### config.mk
export PLATFORM = sky130hd
export DESIGN_NAME = priority_scheduler_with_sleep_queue
export DESIGN_NICKNAME = d
export VERILOG_FILES = /design/src/rtl/psq_pkg.sv /design/src/rtl/psq_ram.sv /design/src/rtl/priority_scheduler_with_sleep_queue.sv
export SDC_FILE = /design/constraint.sdc
export NUM_CORES = 2
export LEC_CHECK = 0
export BUFFER_PORTS_ARGS = -buffer_cell sky130_fd_sc_hd__buf_2
export CAP_MARGIN = 30
export CORE_MARGIN = 4
export CORE_UTILIZATION = 33
export CTS_CLUSTER_DIAMETER = 200
export CTS_CLUSTER_SIZE = 10
export DETAILED_ROUTE_END_ITERATION = 8
export SLEW_MARGIN = 10
export SYNTH_ARGS = -nofsm -noshare
export SYNTH_HDL_FRONTEND = slang
export SYNTH_HIERARCHICAL = 1
export SYNTH_SLANG_ARGS = --single-unit
### constraint.sdc
create_clock -name clk_i -period 10.3 [get_ports clk_i]
set_input_delay 0.515 -clock clk_i [delete_from_list [all_inputs] [get_ports clk_i]]
set_output_delay 0.515 -clock clk_i [all_outputs]
set_load 0.01 [all_outputs]
### src/rtl/psq_pkg.sv
// ----------------------------------------------------------------------------
// psq_pkg
// Shared types and constants for the priority scheduler with sleep queue.
// ----------------------------------------------------------------------------
package psq_pkg;

  localparam int unsigned MAX_TASKS = 16;
  localparam int unsigned IDX_W     = $clog2(MAX_TASKS);
  localparam int unsigned LEN_W     = $clog2(MAX_TASKS + 1);
  localparam int unsigned ID_W      = 4;
  localparam int unsigned PRIO_W    = 6;
  localparam int unsigned WAKE_W    = 63;

  localparam logic [PRIO_W-1:0] PRIO_DEFAULT  = PRIO_W'(31);
  localparam logic [7:0]        SLICE_DEFAULT = 8'd4;
  localparam logic [7:0]        SLICE_MAX     = 8'd255;

  typedef enum logic [2:0] {
    REQ_UNBLOCK = 3'd0,
    REQ_YIELD   = 3'd1,
    REQ_BLOCK   = 3'd2,
    REQ_SLEEP   = 3'd3,
    REQ_TICK    = 3'd4,
    REQ_SETPRIO = 3'd5
  } req_type_e;

  typedef enum logic [1:0] {
    ST_OK   = 2'd0,
    ST_FULL = 2'd1,
    ST_IDLE = 2'd2
  } status_e;

  typedef struct packed {
    logic [2:0]        req_type;
    logic [ID_W-1:0]   task_id;
    logic [PRIO_W-1:0] priority_req;
    logic [WAKE_W-1:0] tick_value;
  } req_t;

  typedef struct packed {
    logic [ID_W-1:0]   running_id;
    logic              running_is_idle;
    logic [PRIO_W-1:0] running_priority;
    logic              yield_request;
    logic [4:0]        ready_count;
    logic [4:0]        sleep_count;
    logic [1:0]        status;
  } rsp_t;

  // ready queue entry
  typedef struct packed {
    logic [ID_W-1:0]   id;
    logic [PRIO_W-1:0] prio;
  } rq_ent_t;

  // sleep queue entry
  typedef struct packed {
    logic [ID_W-1:0]   id;
    logic [PRIO_W-1:0] prio;
    logic [WAKE_W-1:0] wake;
  } sq_ent_t;

endpackage

### src/rtl/psq_ram.sv
// ----------------------------------------------------------------------------
// psq_ram
// Simple dual-port RAM, one write and one registered read per cycle.
// ----------------------------------------------------------------------------
module psq_ram #(
  parameter int unsigned Width = 8,
  parameter int unsigned Depth = 16
) (
  input  logic                     clk_i,
  input  logic                     we_i,
  input  logic [$clog2(Depth)-1:0] waddr_i,
  input  logic [Width-1:0]         wdata_i,
  input  logic [$clog2(Depth)-1:0] raddr_i,
  output logic [Width-1:0]         rdata_o
);

  logic [Width-1:0] mem [Depth];
  logic [Width-1:0] rdata_q;

  always_ff @(posedge clk_i) begin
    if (we_i) begin
      mem[waddr_i] <= wdata_i;
    end
    rdata_q <= mem[raddr_i];
  end

  assign rdata_o = rdata_q;

endmodule

### src/rtl/priority_scheduler_with_sleep_queue.sv
// ----------------------------------------------------------------------------
// priority_scheduler_with_sleep_queue
// Preemptive priority scheduler: running task, ready queue sorted by
// descending priority, sleep queue sorted by ascending wake time.
// ----------------------------------------------------------------------------
//
//   channel | signals                         | direction | notes
//   --------+---------------------------------+-----------+-------------------
//   req     | req_valid_i/req_ready_o/req_i   | in        | one request
//   rsp     | rsp_valid_o/rsp_ready_i/rsp_o   | out       | one result per req
//   cfg     | cfg_we_i/cfg_data_i             | in        | slice length, no wait
//
// One request at a time: accept, one decode state per phase, then the result
// holds until taken. Queue walks move one entry at a time through a RAM read
// state and then a write-back state; each insert or pop walk is followed by
// a decode state. A tick adds one insert and one pop per woken sleeper.
// Reset is immediate; queue RAMs are not cleared (only entries below the
// length are read). A result held by rsp_ready_i low blocks the next request.
// ----------------------------------------------------------------------------
module priority_scheduler_with_sleep_queue (
  input  logic          clk_i,
  input  logic          rst_ni,
  input  logic          req_valid_i,
  output logic          req_ready_o,
  input  psq_pkg::req_t req_i,
  output logic          rsp_valid_o,
  input  logic          rsp_ready_i,
  output psq_pkg::rsp_t rsp_o,
  input  logic          cfg_we_i,
  input  logic [7:0]    cfg_data_i
);

  // sequencer states
  typedef enum logic [10:0] {
    S_IDLE  = 11'b000_0000_0001,
    S_DEC   = 11'b000_0000_0010,
    S_RI_RD = 11'b000_0000_0100,
    S_RI_WR = 11'b000_0000_1000,
    S_RP_RD = 11'b000_0001_0000,
    S_RP_WR = 11'b000_0010_0000,
    S_SI_RD = 11'b000_0100_0000,
    S_SI_WR = 11'b000_1000_0000,
    S_SP_RD = 11'b001_0000_0000,
    S_SP_WR = 11'b010_0000_0000,
    S_OUT   = 11'b100_0000_0000
  } state_e;

  // what the decode state does next for the current request
  typedef enum logic [6:0] {
    PH_START   = 7'b000_0001,
    PH_PREEMPT = 7'b000_0010,
    PH_REINS   = 7'b000_0100,
    PH_DONE    = 7'b000_1000,
    PH_LEAVE   = 7'b001_0000,
    PH_TLOOP   = 7'b010_0000,
    PH_TPOP    = 7'b100_0000
  } phase_e;

  localparam int unsigned LW = psq_pkg::LEN_W;
  localparam int unsigned IW = psq_pkg::IDX_W;
  localparam logic [LW-1:0] LEN_FULL = LW'(psq_pkg::MAX_TASKS);

  state_e state_q, state_d;
  phase_e ph_q, ph_d;

  psq_pkg::req_t    req_q, req_d;
  logic [LW-1:0]    rlen_q, rlen_d, slen_q, slen_d;
  logic [LW-1:0]    k_q, k_d;
  logic [psq_pkg::ID_W-1:0]   cur_id_q, cur_id_d;
  logic [psq_pkg::PRIO_W-1:0] cur_prio_q, cur_prio_d;
  logic             idle_q, idle_d;
  logic [7:0]       slice_q, slice_d, tslice_q;
  logic             expired_q, expired_d;
  logic             yreq_q, yreq_d;
  logic [1:0]       status_q, status_d;
  psq_pkg::rq_ent_t rfront_q, rfront_d, old_q, old_d;
  psq_pkg::sq_ent_t sfront_q, sfront_d, ins_q, ins_d;

  // RAM ports
  logic             r_we, s_we;
  logic [IW-1:0]    r_waddr, s_waddr, raddr;
  psq_pkg::rq_ent_t r_wdata, r_rdata;
  psq_pkg::sq_ent_t s_wdata, s_rdata;
  psq_pkg::rq_ent_t ins_r;
  logic [7:0]       slice_inc;

  assign ins_r = '{id: ins_q.id, prio: ins_q.prio};
  assign slice_inc = (slice_q == psq_pkg::SLICE_MAX) ? slice_q : slice_q + 8'd1;

  // shift walks read one slot ahead: insert walks down, pop walks up
  assign raddr = (state_q == S_RP_RD || state_q == S_SP_RD) ? IW'(k_q + LW'(1))
                                                            : IW'(k_q - LW'(1));

  psq_ram #(.Width($bits(psq_pkg::rq_ent_t)), .Depth(psq_pkg::MAX_TASKS)) u_rq_ram (
    .clk_i   (clk_i),
    .we_i    (r_we),
    .waddr_i (r_waddr),
    .wdata_i (r_wdata),
    .raddr_i (raddr),
    .rdata_o (r_rdata)
  );

  psq_ram #(.Width($bits(psq_pkg::sq_ent_t)), .Depth(psq_pkg::MAX_TASKS)) u_sq_ram (
    .clk_i   (clk_i),
    .we_i    (s_we),
    .waddr_i (s_waddr),
    .wdata_i (s_wdata),
    .raddr_i (raddr),
    .rdata_o (s_rdata)
  );

  always_comb begin
    state_d   = state_q;
    ph_d      = ph_q;
    req_d     = req_q;
    rlen_d    = rlen_q;
    slen_d    = slen_q;
    k_d       = k_q;
    cur_id_d  = cur_id_q;
    cur_prio_d = cur_prio_q;
    idle_d    = idle_q;
    slice_d   = slice_q;
    expired_d = expired_q;
    yreq_d    = yreq_q;
    status_d  = status_q;
    rfront_d  = rfront_q;
    sfront_d  = sfront_q;
    old_d     = old_q;
    ins_d     = ins_q;
    r_we      = 1'b0;
    r_waddr   = IW'(k_q);
    r_wdata   = ins_r;
    s_we      = 1'b0;
    s_waddr   = IW'(k_q);
    s_wdata   = ins_q;

    unique case (state_q)
      S_IDLE: begin
        if (req_valid_i) begin
          req_d    = req_i;
          ph_d     = PH_START;
          yreq_d   = 1'b0;
          status_d = psq_pkg::ST_OK;
          state_d  = S_DEC;
        end
      end

      S_DEC: begin
        state_d = S_OUT;
        unique case (ph_q)
          PH_START: begin
            unique case (req_q.req_type)
              psq_pkg::REQ_UNBLOCK: begin
                if (idle_q) begin
                  cur_id_d   = req_q.task_id;
                  cur_prio_d = req_q.priority_req;
                  idle_d     = 1'b0;
                  slice_d    = '0;
                end else if (rlen_q == LEN_FULL) begin
                  status_d = psq_pkg::ST_FULL;
                end else begin
                  ins_d   = '{id: req_q.task_id, prio: req_q.priority_req, wake: '0};
                  k_d     = rlen_q;
                  ph_d    = PH_PREEMPT;
                  state_d = S_RI_RD;
                end
              end
              psq_pkg::REQ_YIELD: begin
                slice_d = '0;
                if (!idle_q && rlen_q != '0 && rfront_q.prio >= cur_prio_q) begin
                  old_d      = '{id: cur_id_q, prio: cur_prio_q};
                  cur_id_d   = rfront_q.id;
                  cur_prio_d = rfront_q.prio;
                  k_d        = '0;
                  ph_d       = PH_REINS;
                  state_d    = S_RP_RD;
                end
              end
              psq_pkg::REQ_BLOCK: begin
                if (idle_q) begin
                  status_d = psq_pkg::ST_IDLE;
                end else begin
                  ph_d    = PH_LEAVE;
                  state_d = S_DEC;
                end
              end
              psq_pkg::REQ_SLEEP: begin
                if (idle_q) begin
                  status_d = psq_pkg::ST_IDLE;
                end else if (slen_q == LEN_FULL) begin
                  status_d = psq_pkg::ST_FULL;
                end else begin
                  ins_d   = '{id: cur_id_q, prio: cur_prio_q, wake: req_q.tick_value};
                  k_d     = slen_q;
                  ph_d    = PH_LEAVE;
                  state_d = S_SI_RD;
                end
              end
              psq_pkg::REQ_TICK: begin
                slice_d   = slice_inc;
                expired_d = (slice_inc >= tslice_q);
                ph_d      = PH_TLOOP;
                state_d   = S_DEC;
              end
              psq_pkg::REQ_SETPRIO: begin
                if (!idle_q) begin
                  cur_prio_d = req_q.priority_req;
                  ph_d       = PH_PREEMPT;
                  state_d    = S_DEC;
                end
              end
              default: begin
              end
            endcase
          end
          PH_PREEMPT: begin
            if (!idle_q && rlen_q != '0 && rfront_q.prio > cur_prio_q) begin
              slice_d    = '0;
              old_d      = '{id: cur_id_q, prio: cur_prio_q};
              cur_id_d   = rfront_q.id;
              cur_prio_d = rfront_q.prio;
              k_d        = '0;
              ph_d       = PH_REINS;
              state_d    = S_RP_RD;
            end
          end
          PH_REINS: begin
            // pop just freed a slot, so this cannot overflow
            ins_d   = '{id: old_q.id, prio: old_q.prio, wake: '0};
            k_d     = rlen_q;
            ph_d    = PH_DONE;
            state_d = S_RI_RD;
          end
          PH_DONE: begin
          end
          PH_LEAVE: begin
            slice_d = '0;
            if (rlen_q != '0) begin
              cur_id_d   = rfront_q.id;
              cur_prio_d = rfront_q.prio;
              idle_d     = 1'b0;
              k_d        = '0;
              ph_d       = PH_DONE;
              state_d    = S_RP_RD;
            end else begin
              idle_d = 1'b1;
            end
          end
          PH_TLOOP: begin
            if (slen_q != '0 && sfront_q.wake <= req_q.tick_value &&
                rlen_q != LEN_FULL) begin
              ins_d   = sfront_q;
              k_d     = rlen_q;
              ph_d    = PH_TPOP;
              state_d = S_RI_RD;
            end else begin
              if (slen_q != '0 && sfront_q.wake <= req_q.tick_value) begin
                status_d = psq_pkg::ST_FULL;
              end
              if (idle_q) begin
                if (rlen_q != '0) begin
                  cur_id_d   = rfront_q.id;
                  cur_prio_d = rfront_q.prio;
                  idle_d     = 1'b0;
                  slice_d    = '0;
                  k_d        = '0;
                  ph_d       = PH_DONE;
                  state_d    = S_RP_RD;
                end
              end else begin
                yreq_d = expired_q || (rlen_q != '0 && rfront_q.prio > cur_prio_q);
              end
            end
          end
          PH_TPOP: begin
            k_d     = '0;
            ph_d    = PH_TLOOP;
            state_d = S_SP_RD;
          end
          default: begin
          end
        endcase
      end

      // ready insert: walk down from the tail, shifting lower priorities up
      S_RI_RD: begin
        if (k_q == '0) begin
          r_we     = 1'b1;
          rfront_d = ins_r;
          rlen_d   = rlen_q + LW'(1);
          state_d  = S_DEC;
        end else begin
          state_d = S_RI_WR;
        end
      end
      S_RI_WR: begin
        r_we = 1'b1;
        if (r_rdata.prio >= ins_q.prio) begin
          rlen_d  = rlen_q + LW'(1);
          state_d = S_DEC;
        end else begin
          r_wdata = r_rdata;
          k_d     = k_q - LW'(1);
          state_d = S_RI_RD;
        end
      end

      // ready pop: shift every entry one slot toward the front
      S_RP_RD: begin
        if (k_q + LW'(1) >= rlen_q) begin
          rlen_d  = rlen_q - LW'(1);
          state_d = S_DEC;
        end else begin
          state_d = S_RP_WR;
        end
      end
      S_RP_WR: begin
        r_we    = 1'b1;
        r_wdata = r_rdata;
        if (k_q == '0) begin
          rfront_d = r_rdata;
        end
        k_d     = k_q + LW'(1);
        state_d = S_RP_RD;
      end

      // sleep insert: equal wake times stay first-in first-out
      S_SI_RD: begin
        if (k_q == '0) begin
          s_we     = 1'b1;
          sfront_d = ins_q;
          slen_d   = slen_q + LW'(1);
          state_d  = S_DEC;
        end else begin
          state_d = S_SI_WR;
        end
      end
      S_SI_WR: begin
        s_we = 1'b1;
        if (s_rdata.wake <= ins_q.wake) begin
          slen_d  = slen_q + LW'(1);
          state_d = S_DEC;
        end else begin
          s_wdata = s_rdata;
          k_d     = k_q - LW'(1);
          state_d = S_SI_RD;
        end
      end

      // sleep pop: shift every entry one slot toward the front
      S_SP_RD: begin
        if (k_q + LW'(1) >= slen_q) begin
          slen_d  = slen_q - LW'(1);
          state_d = S_DEC;
        end else begin
          state_d = S_SP_WR;
        end
      end
      S_SP_WR: begin
        s_we    = 1'b1;
        s_wdata = s_rdata;
        if (k_q == '0) begin
          sfront_d = s_rdata;
        end
        k_d     = k_q + LW'(1);
        state_d = S_SP_RD;
      end

      S_OUT: begin
        if (rsp_ready_i) begin
          state_d = S_IDLE;
        end
      end

      default: begin
        state_d = S_IDLE;
      end
    endcase
  end

  always_ff @(posedge clk_i or negedge rst_ni) begin
    if (!rst_ni) begin
      state_q    <= S_IDLE;
      ph_q       <= PH_START;
      rlen_q     <= '0;
      slen_q     <= '0;
      k_q        <= '0;
      cur_id_q   <= '0;
      cur_prio_q <= psq_pkg::PRIO_DEFAULT;
      idle_q     <= 1'b0;
      slice_q    <= '0;
      tslice_q   <= psq_pkg::SLICE_DEFAULT;
      expired_q  <= 1'b0;
      yreq_q     <= 1'b0;
      status_q   <= psq_pkg::ST_OK;
    end else begin
      state_q    <= state_d;
      ph_q       <= ph_d;
      rlen_q     <= rlen_d;
      slen_q     <= slen_d;
      k_q        <= k_d;
      cur_id_q   <= cur_id_d;
      cur_prio_q <= cur_prio_d;
      idle_q     <= idle_d;
      slice_q    <= slice_d;
      expired_q  <= expired_d;
      yreq_q     <= yreq_d;
      status_q   <= status_d;
      if (cfg_we_i) begin
        tslice_q <= cfg_data_i;
      end
    end
  end

  always_ff @(posedge clk_i) begin
    req_q    <= req_d;
    rfront_q <= rfront_d;
    sfront_q <= sfront_d;
    old_q    <= old_d;
    ins_q    <= ins_d;
  end

  assign req_ready_o = (state_q == S_IDLE);
  assign rsp_valid_o = (state_q == S_OUT);

  always_comb begin
    rsp_o.running_id       = idle_q ? '0 : cur_id_q;
    rsp_o.running_is_idle  = idle_q;
    rsp_o.running_priority = idle_q ? '0 : cur_prio_q;
    rsp_o.yield_request    = yreq_q;
    rsp_o.ready_count      = 5'(rlen_q);
    rsp_o.sleep_count      = 5'(slen_q);
    rsp_o.status           = status_q;
  end

  assert property (@(posedge clk_i) disable iff (!rst_ni)
    rlen_q <= LEN_FULL && slen_q <= LEN_FULL)
    else $error("queue length beyond capacity");

  assert property (@(posedge clk_i) disable iff (!rst_ni)
    state_q == S_RP_RD |-> rlen_q != '0)
    else $error("ready pop on empty queue");

  assert property (@(posedge clk_i) disable iff (!rst_ni)
    state_q == S_RI_RD |-> k_q <= rlen_q && rlen_q != LEN_FULL)
    else $error("ready insert walk out of range");

  assert property (@(posedge clk_i) disable iff (!rst_ni)
    state_q == S_SI_RD |-> k_q <= slen_q && slen_q != LEN_FULL)
    else $error("sleep insert walk out of range");

  assert property (@(posedge clk_i) disable iff (!rst_ni)
    state_q == S_SP_RD |-> slen_q != '0)
    else $error("sleep pop on empty queue");

endmodule
==> impl_results.md <==
* Hold slack final at 0.0686 ns
* Worst-Margin Slew at 1.10 ns
* GPL Wtd Cong at 0.858
* Top_reg_cell synth: edfxtp_1
* Synth top area share at 67.5%
* Dpl ws at 5.10 ns
* Max VDD drop at 0.000182 V
* Antenna diodes at 0
* Final Setup Violations at 0
* Final WL at 181000 µm
* Row cnt at 168
* CTS root buffer: clkbuf_16
* Outcome: finished clean
* CTS clk-pin slew, worst paths at 0.06 ns
* Die area at 219000 µm²
* Slew margin rel. at 26.4%
* Post-Syn Nets at 4244
* Nature of the critical path startpoint: flop
* Total GRT Usage at 16.3%
* Initial Util at 33.2%
* Crit path capture type: flop
* Setup CP Type: reg2reg
* Synthesized cell area at 69800 µm²
* First-pass GRT wire length at 265000 µm
* Clock Skews at 0.0603 ns
* Die height at 468 µm
* Final period util at 50.8%
* Number of enable flip-flop cells after synthesis at 1570
* CTS tree: yes
* Detail Route Antenna Nets at 0
* Synthesis warning total at 6
* Vias in the first global route at 38900
* Synth top cells by count: 1570 x edfxtp_1, 388 x nand2_1, 321 x mux4_2
* DRC at 0
* Leak pwr at 0.0277 µW
* Area leader, netlist: edfxtp_1
* Max-cap violations at 0
* Post-Syn Instances at 3988
* Final WS setup at 5.07 ns
* Core Area at 210000 µm²
* Max frequency at 191 MHz
* Syn Area/Cell at 17.5 µm²
* Layout cells sized above 1 at 20.2%
* Gr ovfl total at 0
* Synth area leaders: edfxtp_1 68%, mux4_2 10%, ha_1 3.0%
* Netlist cell types at 91
* Critical path peak fanout at 63
* Clk Latency, worst-skew pair at 0.82 ns
* Largest net degree at the start of global routing at 143
* Setup TNS at 0 ns
* Minimum period implied by the final worst setup slack at 5.23 ns
* Most common cell in the netlist: edfxtp_1
* I/O pins at 115
* Longest Clk Path Bufs at 3
* Post-synth ARST share at 3.73%
* #FFs+latches synth at 1717
* Worst hold path type: in2reg
* CTS Sinks at 1717
* Area delta synth->final at 16.2%
* Initial DRC Count at 3904
* Post-CTS resize count at 0
* Wire per inst at 24.7 µm
* H-tree levels at 4
* Inserted Clock Buffers at 189
* Via density at 5.30
* Antenna violations before repair at 3
* Critical Path RT at 10.84 ns
* Pwr Density at 223 nW/µm²
* PortBufs at 114
* Critical path arrival at 5.77 ns
* Post-DP HPWL at 103000 µm
* DIE WIDTH at 468 µm
* Detailed-route via count at 38700
* Final nets at 4621
* RSZ-0062 raised after global routing: false
* Seq/Total Area, Yosys at 72.2%
* Layout fillers at 19000
* Fin. max-slew vios at 0
* DR pass1 iterations at 5
* Final hold vios at 0
cell families after synthesis:
kind of cell / Yosys count / synth area share (%)
AND/OR/NAND/NOR: 701 / 4.60
XOR/XNOR: 23 / 0.289
buffers and inverters: 362 / 2.23
multiplexers: 375 / 11.5
AO/OA/AOI/OAI: 643 / 6.16
adder cells (fa/ha/maj): 167 / 3.02
flip-flops: 1717 / 72.2
path summary, 6_finish.rpt:
check                           startpoint                   end  slack, ns  cells past startpoint
worst max-delay path             ins_q[61]  u_sq_ram/mem[15][22]       5.07                     13
worst min-delay path              cfg_we_i           tslice_q[2]       0.07                      3
worst max register to register   ins_q[61]  u_sq_ram/mem[15][22]       5.07                     13
worst min register to register     ph_q[0]               ph_q[0]       0.51                      2
max in group asynchronous           rst_ni         cur_prio_q[4]       9.61                      4
min in group asynchronous           rst_ni           tslice_q[4]       0.13                      3
routing by layer:
metal / up-vias / wire length (µm) / GRT usage, %
met5: - / 0 / 0
met4: 0 / 3180 / 3.43
met3: 230 / 14100 / 2.97
met2: 1566 / 83200 / 25.4
met1: 20300 / 80200 / 23.9
li1: 16600 / - / -
registers in the layout, summed over array words and instances (netlist names), 7 cells and up:
name / flops
state_q: 11
sfront_q: 73
slice_q: 8
ins_q: 73
u_rq_ram/mem: 160
rfront_q: 10
u_sq_ram/rdata_o: 73
req_q: 76
ph_q: 7
tslice_q: 8
old_q: 10
u_rq_ram/rdata_o: 10
u_sq_ram/mem: 1168
worst max-delay path, stage by stage, from the launching register on:
cell and delay [ns]:
edfxtp_1 0.32, inv_1 0.06, ha_1 0.32, nand4_1 0.24
nor4_1 0.67, nand3_1 0.28, nor2_1 0.23, a211oi_1 0.10
a41oi_1 0.73, nand2_1 0.25, nand2_4 0.21, buf_4 0.63
o21ai_0 0.51, buf_2 0.31
per-stage QoR:
stage	total power [µW]	utilization, %	std cells	instance area [µm²]
3_5_place_dp	12000	35.5	6884	74600
2_1_floorplan	10800	-	3988	69800
3_3_place_gp	12000	35.3	6827	74000
5_1_grt	18900	38.6	7304	81100
6_report	18100	38.6	7304	81100
4_1_cts	18300	38.6	7295	81000
layout make-up:
type | count | area [µm²] | area share, %
sequential | 1717 | 50400 | 62.2
multi-input combinational | 1909 | 18000 | 22.2
clock buffer | 312 | 5260 | 6.48
tap | 2805 | 3510 | 4.33
timing repair buffer | 375 | 2960 | 3.66
inverter | 173 | 659 | 0.813
clock inverter | 13 | 272 | 0.335
what timing repair did:
item / CTS / global route
hold endpoints to repair: 141 / 0
hold buffers: 86 / 0
buffers inserted: 0 / 0
setup endpoints to repair: 0 / 0
placed cells by master (no fill, tap or decap), types with 11 or more instances in the layout:
master / count
buf_4: 127
nand3_1: 34
dfxtp_1: 83
mux4_1: 12
mux2i_1: 15
edfxtp_1: 1570
and2_1: 11
a22oi_1: 170
o21ai_0: 197
nor2b_1: 14
nor2_1: 83
mux4_2: 321
xnor2_1: 16
dfrtp_1: 56
nor2_4: 15
a22o_1: 64
a21o_1: 15
inv_1: 170
a221o_1: 12
nand2b_1: 15
a21oi_1: 93
buf_2: 139
clkbuf_16: 192
clkbuf_1: 120
nor4_1: 12
ha_1: 165
nand4_1: 30
nor3_1: 31
nand2_1: 387
dlygate4sd3_1: 86
buf_12: 13
mux2_2: 27
report_power, final:
part / total (µW) / switching, µW / internal (µW)
Combinational: 3670 / 2130 / 1540
Clock: 6160 / 2690 / 3470
Sequential: 8280 / 320 / 7960
Total: 18100 / 5140 / 13000
(Power assumes the default switching activity.)
